File: config.mk
export PLATFORM = sky130hd
export DESIGN_NAME = up_down_stopwatch_counter
export DESIGN_NICKNAME = d
export VERILOG_FILES = /design/src/hw/rtl/udsw_pkg.sv /design/src/hw/rtl/up_down_stopwatch_counter.sv /design/src/hw/rtl/udsw_core.sv
export VERILOG_INCLUDE_DIRS = /design/src /design/src/hw/rtl
export SDC_FILE = /design/constraint.sdc
export NUM_CORES = 1
export LEC_CHECK = 0
export ABC_AREA = 1
export BUFFER_PORTS_ARGS = -buffer_cell sky130_fd_sc_hd__buf_4
export CORE_MARGIN = 3
export CORE_UTILIZATION = 50
export DETAILED_ROUTE_END_ITERATION = 6
export PLACE_DENSITY = 0.76
export SLEW_MARGIN = 25
export SYNTH_ARGS = -nofsm -noshare
export SYNTH_HDL_FRONTEND = slang
export SYNTH_SLANG_ARGS = --single-unit
File: constraint.sdc
create_clock -name clk_i -period 6.14 [get_ports clk_i]
set_clock_uncertainty 0.2 [all_clocks]
set_input_delay 0.921 -clock clk_i [delete_from_list [all_inputs] [get_ports clk_i]]
set_output_delay 0.921 -clock clk_i [all_outputs]
set_load 0.02 [all_outputs]
File: src/hw/rtl/up_down_stopwatch_counter_defines.svh
// ----------------------------------------------------------------------------
// Stopwatch assertion macros
// Shared helpers for writing concurrent checks on clk_i with reset rst_ni.
// ----------------------------------------------------------------------------
`ifndef UP_DOWN_STOPWATCH_COUNTER_DEFINES_SVH
`define UP_DOWN_STOPWATCH_COUNTER_DEFINES_SVH

// Consequent must hold in the same cycle as the antecedent.
`define UDSW_ASSERT_SAME(lbl, ante, cons, msg) \
  lbl: assert property (@(posedge clk_i) disable iff (!rst_ni) (ante) |-> (cons)) \
    else $error(msg);

// Consequent must hold in the cycle after the antecedent.
`define UDSW_ASSERT_NEXT(lbl, ante, cons, msg) \
  lbl: assert property (@(posedge clk_i) disable iff (!rst_ni) (ante) |=> (cons)) \
    else $error(msg);

`endif

File: src/hw/rtl/udsw_pkg.sv
// ----------------------------------------------------------------------------
// Stopwatch package
// Beat types, time limits and the BCD split helper.
// ----------------------------------------------------------------------------
`timescale 1ns / 1ps

package udsw_pkg;

  localparam int unsigned SecW    = 6;
  localparam int unsigned MinW    = 6;
  localparam int unsigned HourW   = 7;
  localparam int unsigned AdjW    = 6;

  localparam logic [SecW-1:0]  SecMax  = 6'd59;
  localparam logic [MinW-1:0]  MinMax  = 6'd59;
  localparam logic [HourW-1:0] HourMax = 7'd99;

  // Adjust button bit positions.
  localparam int unsigned AdjSecDn  = 0;
  localparam int unsigned AdjSecUp  = 1;
  localparam int unsigned AdjMinDn  = 2;
  localparam int unsigned AdjMinUp  = 3;
  localparam int unsigned AdjHourDn = 4;
  localparam int unsigned AdjHourUp = 5;

  typedef struct packed {
    logic            second_tick;
    logic            clear_strobe;
    logic            pause_strobe;
    logic            resume_strobe;
    logic            direction_button;
    logic [AdjW-1:0] adjust_buttons;
  } udsw_in_t;

  typedef struct packed {
    logic [SecW-1:0]  seconds_value;
    logic [MinW-1:0]  minutes_value;
    logic [HourW-1:0] hours_value;
    logic [3:0]       seconds_ones;
    logic [2:0]       seconds_tens;
    logic [3:0]       minutes_ones;
    logic [2:0]       minutes_tens;
    logic [3:0]       hours_ones;
    logic [3:0]       hours_tens;
    logic             counting_down;
    logic             buzzer_on;
    logic             is_running;
  } udsw_out_t;

  typedef struct packed {
    logic [3:0] tens;
    logic [3:0] ones;
  } udsw_bcd_t;

  // Splits a value below 100 into two BCD digits with a compare ladder.
  function automatic udsw_bcd_t bcd_split(logic [6:0] v);
    udsw_bcd_t  r;
    logic [6:0] tens_x10;
    if      (v >= 7'd90) r.tens = 4'd9;
    else if (v >= 7'd80) r.tens = 4'd8;
    else if (v >= 7'd70) r.tens = 4'd7;
    else if (v >= 7'd60) r.tens = 4'd6;
    else if (v >= 7'd50) r.tens = 4'd5;
    else if (v >= 7'd40) r.tens = 4'd4;
    else if (v >= 7'd30) r.tens = 4'd3;
    else if (v >= 7'd20) r.tens = 4'd2;
    else if (v >= 7'd10) r.tens = 4'd1;
    else                 r.tens = 4'd0;
    tens_x10 = 7'({3'd0, r.tens} * 7'd10);
    r.ones   = 4'(v - tens_x10);
    return r;
  endfunction

endpackage

File: src/hw/rtl/up_down_stopwatch_counter.sv
// ----------------------------------------------------------------------------
// Up/down hours:minutes:seconds stopwatch
// Takes one control sample per beat and returns the updated time, its BCD
// digits and the mode flags, one result beat per sample.
// ----------------------------------------------------------------------------
//
//   Channel | Direction | Handshake                | Payload
//   --------+-----------+--------------------------+---------------------
//   in      | input     | in_valid_i / in_ready_o  | in_data_i  (udsw_in_t)
//   out     | output    | out_valid_o / out_ready_i| out_data_o (udsw_out_t)
//
// A sample beat is taken every cycle while the result register can move on.
// The sample lands in the input register; when it moves on, the core updates
// its state and the result register loads with the result together.
// The state update is one combinational pass, so back-to-back samples see
// each other's results with no bubble.
// Reset leaves the time at 00:00:00, counting up, running and the alarm off.
// A stall on the output holds the result register and then the input
// register; nothing is dropped or repeated.
`timescale 1ns / 1ps

`include "up_down_stopwatch_counter_defines.svh"

module up_down_stopwatch_counter (
  input  logic                clk_i,
  input  logic                rst_ni,
  input  logic                in_valid_i,
  output logic                in_ready_o,
  input  udsw_pkg::udsw_in_t  in_data_i,
  output logic                out_valid_o,
  input  logic                out_ready_i,
  output udsw_pkg::udsw_out_t out_data_o
);

  // Input register holding the sample that the core works on.
  logic                s1_valid_q;
  udsw_pkg::udsw_in_t  s1_q;

  // Result register on the output side.
  logic                out_valid_q;
  udsw_pkg::udsw_out_t out_q;

  logic                res_ready;
  logic                advance;
  udsw_pkg::udsw_out_t core_result;

  // The result register can take a beat when empty or when being drained.
  assign res_ready  = !out_valid_q || out_ready_i;
  // The core commits its state exactly when its sample moves to the result.
  assign advance    = s1_valid_q && res_ready;
  assign in_ready_o = !s1_valid_q || res_ready;

  udsw_core u_core (
    .clk_i    (clk_i),
    .rst_ni   (rst_ni),
    .step_i   (advance),
    .item_i   (s1_q),
    .result_o (core_result)
  );

  always_ff @(posedge clk_i or negedge rst_ni) begin
    if (!rst_ni) begin
      s1_valid_q <= 1'b0;
    end else if (in_ready_o) begin
      s1_valid_q <= in_valid_i;
    end
  end

  always_ff @(posedge clk_i) begin
    if (in_ready_o && in_valid_i) begin
      s1_q <= in_data_i;
    end
  end

  always_ff @(posedge clk_i or negedge rst_ni) begin
    if (!rst_ni) begin
      out_valid_q <= 1'b0;
    end else if (res_ready) begin
      out_valid_q <= s1_valid_q;
    end
  end

  always_ff @(posedge clk_i) begin
    if (advance) begin
      out_q <= core_result;
    end
  end

  assign out_valid_o = out_valid_q;
  assign out_data_o  = out_q;

  // Every delivered time is a legal clock reading.
  `UDSW_ASSERT_SAME(a_time_range, out_valid_o, (out_q.seconds_value <= udsw_pkg::SecMax) && (out_q.minutes_value <= udsw_pkg::MinMax) && (out_q.hours_value <= udsw_pkg::HourMax), "Delivered time is out of range.")

  // The BCD digits agree with the binary seconds and minutes.
  `UDSW_ASSERT_SAME(a_bcd_sec_min, out_valid_o, ((7'(out_q.seconds_tens) * 7'd10 + 7'(out_q.seconds_ones)) == 7'(out_q.seconds_value)) && ((7'(out_q.minutes_tens) * 7'd10 + 7'(out_q.minutes_ones)) == 7'(out_q.minutes_value)), "Seconds or minutes digits disagree with the value.")

  // The BCD digits agree with the binary hours.
  `UDSW_ASSERT_SAME(a_bcd_hours, out_valid_o, (7'(7'(out_q.hours_tens) * 7'd10) + 7'(out_q.hours_ones)) == out_q.hours_value, "Hours digits disagree with the value.")

  // A sample that cannot move on stays in the input register untouched.
  `UDSW_ASSERT_NEXT(a_s1_hold, s1_valid_q && !res_ready, s1_valid_q && $stable(s1_q), "Stalled sample was lost or changed.")

endmodule

File: src/hw/rtl/udsw_core.sv
// ----------------------------------------------------------------------------
// Stopwatch core
// Time and control state with the combinational update for one sample.
// ----------------------------------------------------------------------------
`timescale 1ns / 1ps

module udsw_core (
  input  logic               clk_i,
  input  logic               rst_ni,
  input  logic               step_i,
  input  udsw_pkg::udsw_in_t item_i,
  output udsw_pkg::udsw_out_t result_o
);

  logic [udsw_pkg::SecW-1:0]  sec_q, sec_d;
  logic [udsw_pkg::MinW-1:0]  min_q, min_d;
  logic [udsw_pkg::HourW-1:0] hour_q, hour_d;
  logic                       down_q, down_d;
  logic                       run_q, run_d;
  logic                       alarm_q, alarm_d;
  logic [udsw_pkg::AdjW-1:0]  held_q, held_d;
  logic                       dir_prev_q, dir_prev_d;

  logic [udsw_pkg::AdjW-1:0]  pressed;
  logic [udsw_pkg::AdjW-1:0]  press_rise;
  udsw_pkg::udsw_bcd_t        sec_bcd, min_bcd, hour_bcd;

  always_comb begin
    sec_d      = item_i.clear_strobe ? '0 : sec_q;
    min_d      = item_i.clear_strobe ? '0 : min_q;
    hour_d     = item_i.clear_strobe ? '0 : hour_q;
    run_d      = run_q;
    alarm_d    = alarm_q;
    down_d     = down_q;
    pressed    = ~item_i.adjust_buttons;
    press_rise = pressed & ~held_q;
    held_d     = pressed;
    dir_prev_d = item_i.direction_button;

    // Pause is applied before resume, so both together leave it running.
    if (item_i.pause_strobe) run_d = 1'b0;
    if (item_i.resume_strobe) run_d = 1'b1;

    if (item_i.second_tick && run_d) begin
      if (down_q) begin
        if (sec_d != '0) begin
          sec_d = sec_d - 1'b1;
        end else if (min_d != '0) begin
          min_d = min_d - 1'b1;
          sec_d = udsw_pkg::SecMax;
        end else if (hour_d != '0) begin
          hour_d = hour_d - 1'b1;
          min_d  = udsw_pkg::MinMax;
          sec_d  = udsw_pkg::SecMax;
        end else begin
          alarm_d = 1'b1;
        end
      end else begin
        alarm_d = 1'b0;
        if (sec_d == udsw_pkg::SecMax) begin
          sec_d = '0;
          if (min_d == udsw_pkg::MinMax) begin
            min_d  = '0;
            hour_d = (hour_d == udsw_pkg::HourMax) ? '0 : hour_d + 1'b1;
          end else begin
            min_d = min_d + 1'b1;
          end
        end else begin
          sec_d = sec_d + 1'b1;
        end
      end
    end

    // The direction toggles on the press of its button.
    if (!item_i.direction_button && dir_prev_q) down_d = ~down_q;

    if (press_rise[udsw_pkg::AdjSecDn] && sec_d != '0) sec_d = sec_d - 1'b1;
    if (press_rise[udsw_pkg::AdjSecUp] && sec_d < udsw_pkg::SecMax) sec_d = sec_d + 1'b1;
    if (press_rise[udsw_pkg::AdjMinDn] && min_d != '0) min_d = min_d - 1'b1;
    if (press_rise[udsw_pkg::AdjMinUp] && min_d < udsw_pkg::MinMax) min_d = min_d + 1'b1;
    if (press_rise[udsw_pkg::AdjHourDn] && hour_d != '0) hour_d = hour_d - 1'b1;
    if (press_rise[udsw_pkg::AdjHourUp] && hour_d < udsw_pkg::HourMax) begin
      hour_d = hour_d + 1'b1;
    end
  end

  always_comb begin
    sec_bcd  = udsw_pkg::bcd_split({1'b0, sec_d});
    min_bcd  = udsw_pkg::bcd_split({1'b0, min_d});
    hour_bcd = udsw_pkg::bcd_split(hour_d);

    result_o.seconds_value = sec_d;
    result_o.minutes_value = min_d;
    result_o.hours_value   = hour_d;
    result_o.seconds_ones  = sec_bcd.ones;
    result_o.seconds_tens  = sec_bcd.tens[2:0];
    result_o.minutes_ones  = min_bcd.ones;
    result_o.minutes_tens  = min_bcd.tens[2:0];
    result_o.hours_ones    = hour_bcd.ones;
    result_o.hours_tens    = hour_bcd.tens;
    result_o.counting_down = down_d;
    result_o.buzzer_on     = alarm_d;
    result_o.is_running    = run_d;
  end

  always_ff @(posedge clk_i or negedge rst_ni) begin
    if (!rst_ni) begin
      sec_q      <= '0;
      min_q      <= '0;
      hour_q     <= '0;
      down_q     <= 1'b0;
      run_q      <= 1'b1;
      alarm_q    <= 1'b0;
      held_q     <= '0;
      dir_prev_q <= 1'b1;
    end else if (step_i) begin
      sec_q      <= sec_d;
      min_q      <= min_d;
      hour_q     <= hour_d;
      down_q     <= down_d;
      run_q      <= run_d;
      alarm_q    <= alarm_d;
      held_q     <= held_d;
      dir_prev_q <= dir_prev_d;
    end
  end

endmodule
==> impl_metrics.yaml, run 1 <==
status:
  outcome: "finished, final reports clean"
placement:
  numPortBuffers: 60
  dpl.hpwl_um: 12090
  placedCellCount: 1155
  place_ws_ps: 188.1
  gp_congestion: 0.9869
layout:
  final_common_cell: "nand2_1"
  drive_gt1_frac: 0.2468
  nets: 1053
  layout_common_cells: "nand2_1 (283), buf_4 (122), inv_1 (100)"
  area_growth_pct: 21.45
  final_cells: 1193
  fin_util: 0.6224
  insertedDiodeCount: 0
grt:
  grt_pass1_wl_um: 26660
  global_route.overflow_total: 0
  grt_pass1_vias: 5578
  grt_max_degree: 58
  grtUsageTotal: 0.2273
  antenna_found_initial: 0
worst_setup_path:
  critPathMaxFanout: 9
  r2r_start: "s1_q[9]$_DFFE_PP_"
  crit_family: "simple AND/OR/NAND/NOR gates"
  rr_endpoint: "out_data_o[10]$_DFFE_PP_"
  cp-start-kind: "flip-flop"
  path_class: "flip-flop to flip-flop"
  crit_required_ps: 6040
  crit_path_end_kind: "flip-flop"
  crit_top_cell: "nand2_1"
  critPathArrivalTime_ps: 5630
  ff2ff_setup_slack_ps: 410
  path_buf_inv: 9
  r2r_cells: 44
  critPathSlowestCell: "fa_1"
  crit_path_max_incr_delay_ps: 370
min_path:
  worstHoldPathType: "flip-flop to flip-flop"
  hp-start: "s1_q[2]$_DFFE_PP_"
  whs_endpoint: "u_core.held_q[2]$_DFFE_PN0P_"
  hold_depth: 1
clocking:
  clk_path_buf_depth: 2
  cts_made_buffers: 9
  cts.sinks: 83
  cts_root_buffer: "clkbuf_16"
  path_clk_slew_ps: 60
  cts_tree: "done"
  insertion_delay_ps: 340
  cts_max_level: 3
  hold_buffers: 0
logic_synthesis:
  yosysTopAreaCell: "edfxtp_1"
  ys_ff_latch: 83
  ys_types: 51
  syn_inst: 900
  synth_area_leaders: "edfxtp_1 (24%), nand2_1 (17%), dfrtp_1 (11%)"
  synthesis.area_sq_um: 6494
  yosys_warnings: 0
  synthesis.nets: 937
  ys_seq_area_frac: 0.3603
  synth_top_area_frac: 0.2405
  avgSynthCellArea_sq_um: 7.215
floorplan:
  coreArea_sq_um: 12670
  fp.dieW_um: 120.0
  die_height_um: 120.0
  start_util: 0.5125
  dieArea_sq_um: 14390
  pin_count: 61
  rows: 41
timing:
  finalCriticalPeriod_ps: 5733
  max_slew_margin: 0.4069
  fmax_mhz: 174.4
  holdWs_ps: 267.8
  final_hold_viol_count: 0
  slew_violations: 0
  setup_viol: 0
  tightest_slew_ps: 888.6
  timing.final.crit_share: 0.9338
  setup_ws_ps: 406.8
power_and_ir_drop:
  max-vdd-ir-drop_uv: 361.2
  p_leak_nw: 3.939
  power_density_nw_per_um2: 554.7
job:
  drv_cap: 0
detailed_routing:
  first_iter_violations: 578
  wl_per_cell_um: 13.92
  drt_wl_total_um: 16610
  viasPerCell: 5.229
  vias: 6238
  postRouteAntennaNets: 0
  drc: 0
  drt-pass1-iter-count: 6
## cell families after synthesis
family,Yosys count,share of synthesized area
buffers and inverters,138,0.09248
adder cells (fa/ha/maj),22,0.04586
AO/OA/AOI/OAI,105,0.09846
AND/OR/NAND/NOR,533,0.3773
flip-flops,83,0.3603
XOR/XNOR,19,0.02563
## how the worst max path moves through the flow
stage / startpoint / endpoint / slack, ps / cells after the start
after floorplan: s1_q[9]$_DFFE_PP_ / out_data_o[10]$_DFFE_PP_ / 580 / 46
after global placement: s1_q[9]$_DFFE_PP_ / out_data_o[10]$_DFFE_PP_ / 280 / 43
after detailed placement: s1_q[9]$_DFFE_PP_ / out_data_o[10]$_DFFE_PP_ / 190 / 43
after CTS: s1_q[9]$_DFFE_PP_ / out_data_o[10]$_DFFE_PP_ / 160 / 43
after global routing: s1_q[9]$_DFFE_PP_ / out_data_o[24]$_DFFE_PP_ / -40 / 39
final: s1_q[9]$_DFFE_PP_ / out_data_o[10]$_DFFE_PP_ / 410 / 44
## through the flow
step           instance area [sq um]  setup TNS, ps  power, mW
2_1_floorplan                   6494              0      2.943
4_1_cts                         7617              0      4.265
3_5_place_dp                    7332              0      3.723
5_1_grt                         7886         -83.59      4.764
3_3_place_gp                    7332              0      3.687
6_report                        7886              0      4.374
## state kept, by name (all words and copies together) (netlist names)
name,flops
out_data_o,41
s1_q,11
u_core.hour_q,7
u_core.held_q,6
u_core.min_q,6
u_core.sec_q,6
out_valid_o,1
s1_valid_q,1
u_core.alarm_q,1
u_core.dir_prev_q,1
u_core.down_q,1
u_core.run_q,1
## final cells by class
type | count | area (sq um)
timing repair inverter | 1 | 5.005
timing repair buffer | 123 | 927.1
multi-input combinational | 680 | 3662
inverter | 118 | 451.7
clock inverter | 6 | 46.29
sequential | 83 | 2340
tap | 172 | 215.2
fill | 1064 | 4785
clock buffer | 10 | 239.0
## worst reg2reg max path, delay by kind of cell, from the launching register on
kind | cells | cell delay (ps)
fa+ha+maj | 4 | 970
simple gates | 27 | 2360
buf+inv | 9 | 890
xor+xnor | 3 | 530
flops | 1 | 360
compound gates | 1 | 200
## cell usage after synthesis, drive strengths merged
master  count
ha         19
a31o        1
and2        1
clkinv      3
o211ai      7
dfstp       2
nand2     324
nor2       93
clkbuf      5
fa          3
edfxtp     52
a31oi       2
o21ai      68
inv       115
nor4        1
a21oi      17
xor2       11
xnor2       8
a221oi      1
nand3b      7
o21a        1
nand4      13
nand3      86
dfrtp      29
o22ai       1
o21bai      3
buf        15
nor3        6
o31ai       1
o221ai      1
a21o        2
or2         2
## report_power, final
group	switching [mW]	internal (mW)	total, mW
clock	0.220	0.288	0.508
sequential	0.136	0.911	1.05
combinational	1.77	1.05	2.82
## per-layer routing
metal,share of wire,track usage,vias to the layer above
li1,-,-,3149
met1,0.46,0.3331,2844
met2,0.46,0.3498,220
met3,0.070,0.03676,25
met4,0.014,0.06156,0
met5,0,0,-
## timing repair
action / CTS / global route
resized for setup: 0 / 40
buffers inserted: 0 / 20
hold endpoints to repair: 0 / 0
endpoints found under the setup margin: 0 / 6
Power figures use the tool's default switching activity.
==> run 2, diff against run 1 <==
--- a/config.mk
+++ b/config.mk
@@ -11,7 +11,7 @@
 export CORE_MARGIN = 3
 export CORE_UTILIZATION = 50
 export DETAILED_ROUTE_END_ITERATION = 6
-export PLACE_DENSITY = 0.76
+export PLACE_DENSITY = 0.79
 export SLEW_MARGIN = 25
 export SYNTH_ARGS = -nofsm -noshare
 export SYNTH_HDL_FRONTEND = slang
==> constraint.sdc (replaced) <==
create_clock -name clk_i -period 4.9 [get_ports clk_i]
set_clock_uncertainty 0.2 [all_clocks]
set_input_delay 0.735 -clock clk_i [delete_from_list [all_inputs] [get_ports clk_i]]
set_output_delay 0.735 -clock clk_i [all_outputs]
set_load 0.02 [all_outputs]
==> impl_metrics.yaml, run 2 (synthesized netlist as in run 1, its figures left out) <==
timing:
  slew_violations: 0
  timing.final.crit_share: 1.338
  final_hold_viol_count: 0
  finalCriticalPeriod_ps: 6556
  holdWs_ps: 104.2
  setup_viol: 14
  fmax_mhz: 152.5
  max_slew_margin: 0.4576
  setup_ws_ps: -1656
  rsz0062_at_grt: "true"
  tightest_slew_ps: 812.7
worst_setup_path:
  crit_path_end_kind: "flip-flop"
  critPathMaxFanout: 6
  path_buf_inv: 7
  ff2ff_setup_slack_ps: -1660
  critPathArrivalTime_ps: 6480
  path_class: "flip-flop to flip-flop"
  crit_path_max_incr_delay_ps: 420
  cp_num_cells: 39
  critPathSlowestCell: "fa_2"
  crit_required_ps: 4830
  cp-start-kind: "flip-flop"
  r2r_cells: 39
  crit_family: "simple AND/OR/NAND/NOR gates"
power_and_ir_drop:
  power_density_nw_per_um2: 833.0
  p_leak_nw: 5.213
  finalPower_mw: 8.629
  max-vdd-ir-drop_uv: 857.0
floorplan:
  fp.dieW_um: 120.0
  pin_count: 61
  rows: 41
  start_util: 0.5125
  coreArea_sq_um: 12670
  dieArea_sq_um: 14390
  die_height_um: 120.0
grt:
  grtUsageTotal: 0.3435
  grt_pass1_wl_um: 39150
  grt_max_degree: 58
  grt_pass1_vias: 7764
  antenna_found_initial: 1
  global_route.overflow_total: 0
job:
  drv_cap: 0
status:
  violations: "DRC, setup timing"
  outcome: "complete, but fails checks"
detailed_routing:
  first_iter_violations: 1577
  viasPerCell: 6.253
  postRouteAntennaNets: 0
  drt_wl_total_um: 31910
  drt-pass1-iter-count: 7
  vias: 8929
  wl_per_cell_um: 22.35
  drc: 18
clocking:
  insertion_delay_ps: 380
  cts_made_buffers: 9
  cts_root_buffer: "clkbuf_16"
  hold_buffers: 0
  cts.sinks: 83
  cts_tree: "done"
  cts_max_level: 3
  clk_path_buf_depth: 2
  path_clk_slew_ps: 70
layout:
  area_growth_pct: 59.52
  largest_register_ffs: 41
  final_cells: 1428
  final_common_cell: "buf_4"
  insertedDiodeCount: 0
  nets: 1288
  layout_common_cells: "buf_4 (347), nand2_1 (228), inv_1 (85)"
  drive_gt1_frac: 0.4769
placement:
  dpl.hpwl_um: 14360
  placedCellCount: 1342
  gp_congestion: 0.9286
  numPortBuffers: 60
min_path:
  worstHoldPathType: "input pin to asynchronous set/reset pin"
## run 2: worst register-to-register path, delay by kind of cell, from the launching register on
family          cells  cell delay (ps)
fa+ha+maj           3              750
buf+inv             7              990
simple gates       25             3060
xor+xnor            2              410
flops               1              360
compound gates      2              570
## run 2: timing repair
action / in CTS / in global routing
pin swaps: 30 / 56
endpoints found under the hold margin: 0 / 0
cloned: 2 / 0
gates resized for setup: 96 / 93
setup buffers: 52 / 17
endpoints found under the setup margin: 9 / 12
## run 2: report_power, final
| part | switching (mW) | total (mW) | internal (mW) |
|---|---|---|---|
| logic | 3.77 | 6.60 | 2.83 |
| clock network | 0.305 | 0.713 | 0.408 |
| registers | 0.178 | 1.32 | 1.14 |
## run 2: cell type report
type,instances,area (sq um)
fill,622,2312
sequential,83,2340
timing repair inverter,1,3.754
timing repair buffer,358,2738
clock inverter,3,40.04
inverter,118,479.2
multi-input combinational,680,4293
clock buffer,13,250.2
tap,172,215.2
## run 2: per-stage QoR
step / setup slack (ps) / TNS (ps) / utilization / area, sq um
floorplan: -272.7 / -599.4 / - / 6643
global placement: -522.7 / -2073 / 0.7019 / 8894
detailed placement: -681.1 / -2955 / 0.7021 / 8896
CTS: -396.0 / -898.1 / 0.7814 / 9901
global route: -1980 / -15600 / 0.8175 / 10360
finish: -1656 / -9958 / 0.8175 / 10360
## run 2: layer usage
layer / global-route usage / vias up / share of wire
met5: 0 / - / 0.00053
met4: 0.1654 / 2 / 0.11
met3: 0.07823 / 394 / 0.14
met2: 0.5883 / 896 / 0.43
met1: 0.4064 / 4024 / 0.32
li1: - / 3613 / -
## run 2: path summary, 6_finish.rpt
kind | start | to
max | s1_q[9]$_DFFE_PP_ | out_data_o[10]$_DFFE_PP_
min | rst_ni | u_core.held_q[0]$_DFFE_PN0P_
max in group asynchronous | rst_ni | u_core.dir_prev_q$_DFFE_PN1P_
min reg2reg | s1_q[2]$_DFFE_PP_ | u_core.held_q[2]$_DFFE_PN0P_
max reg2reg | s1_q[9]$_DFFE_PP_ | out_data_o[10]$_DFFE_PP_
min in group clk_i | s1_q[2]$_DFFE_PP_ | u_core.held_q[2]$_DFFE_PN0P_
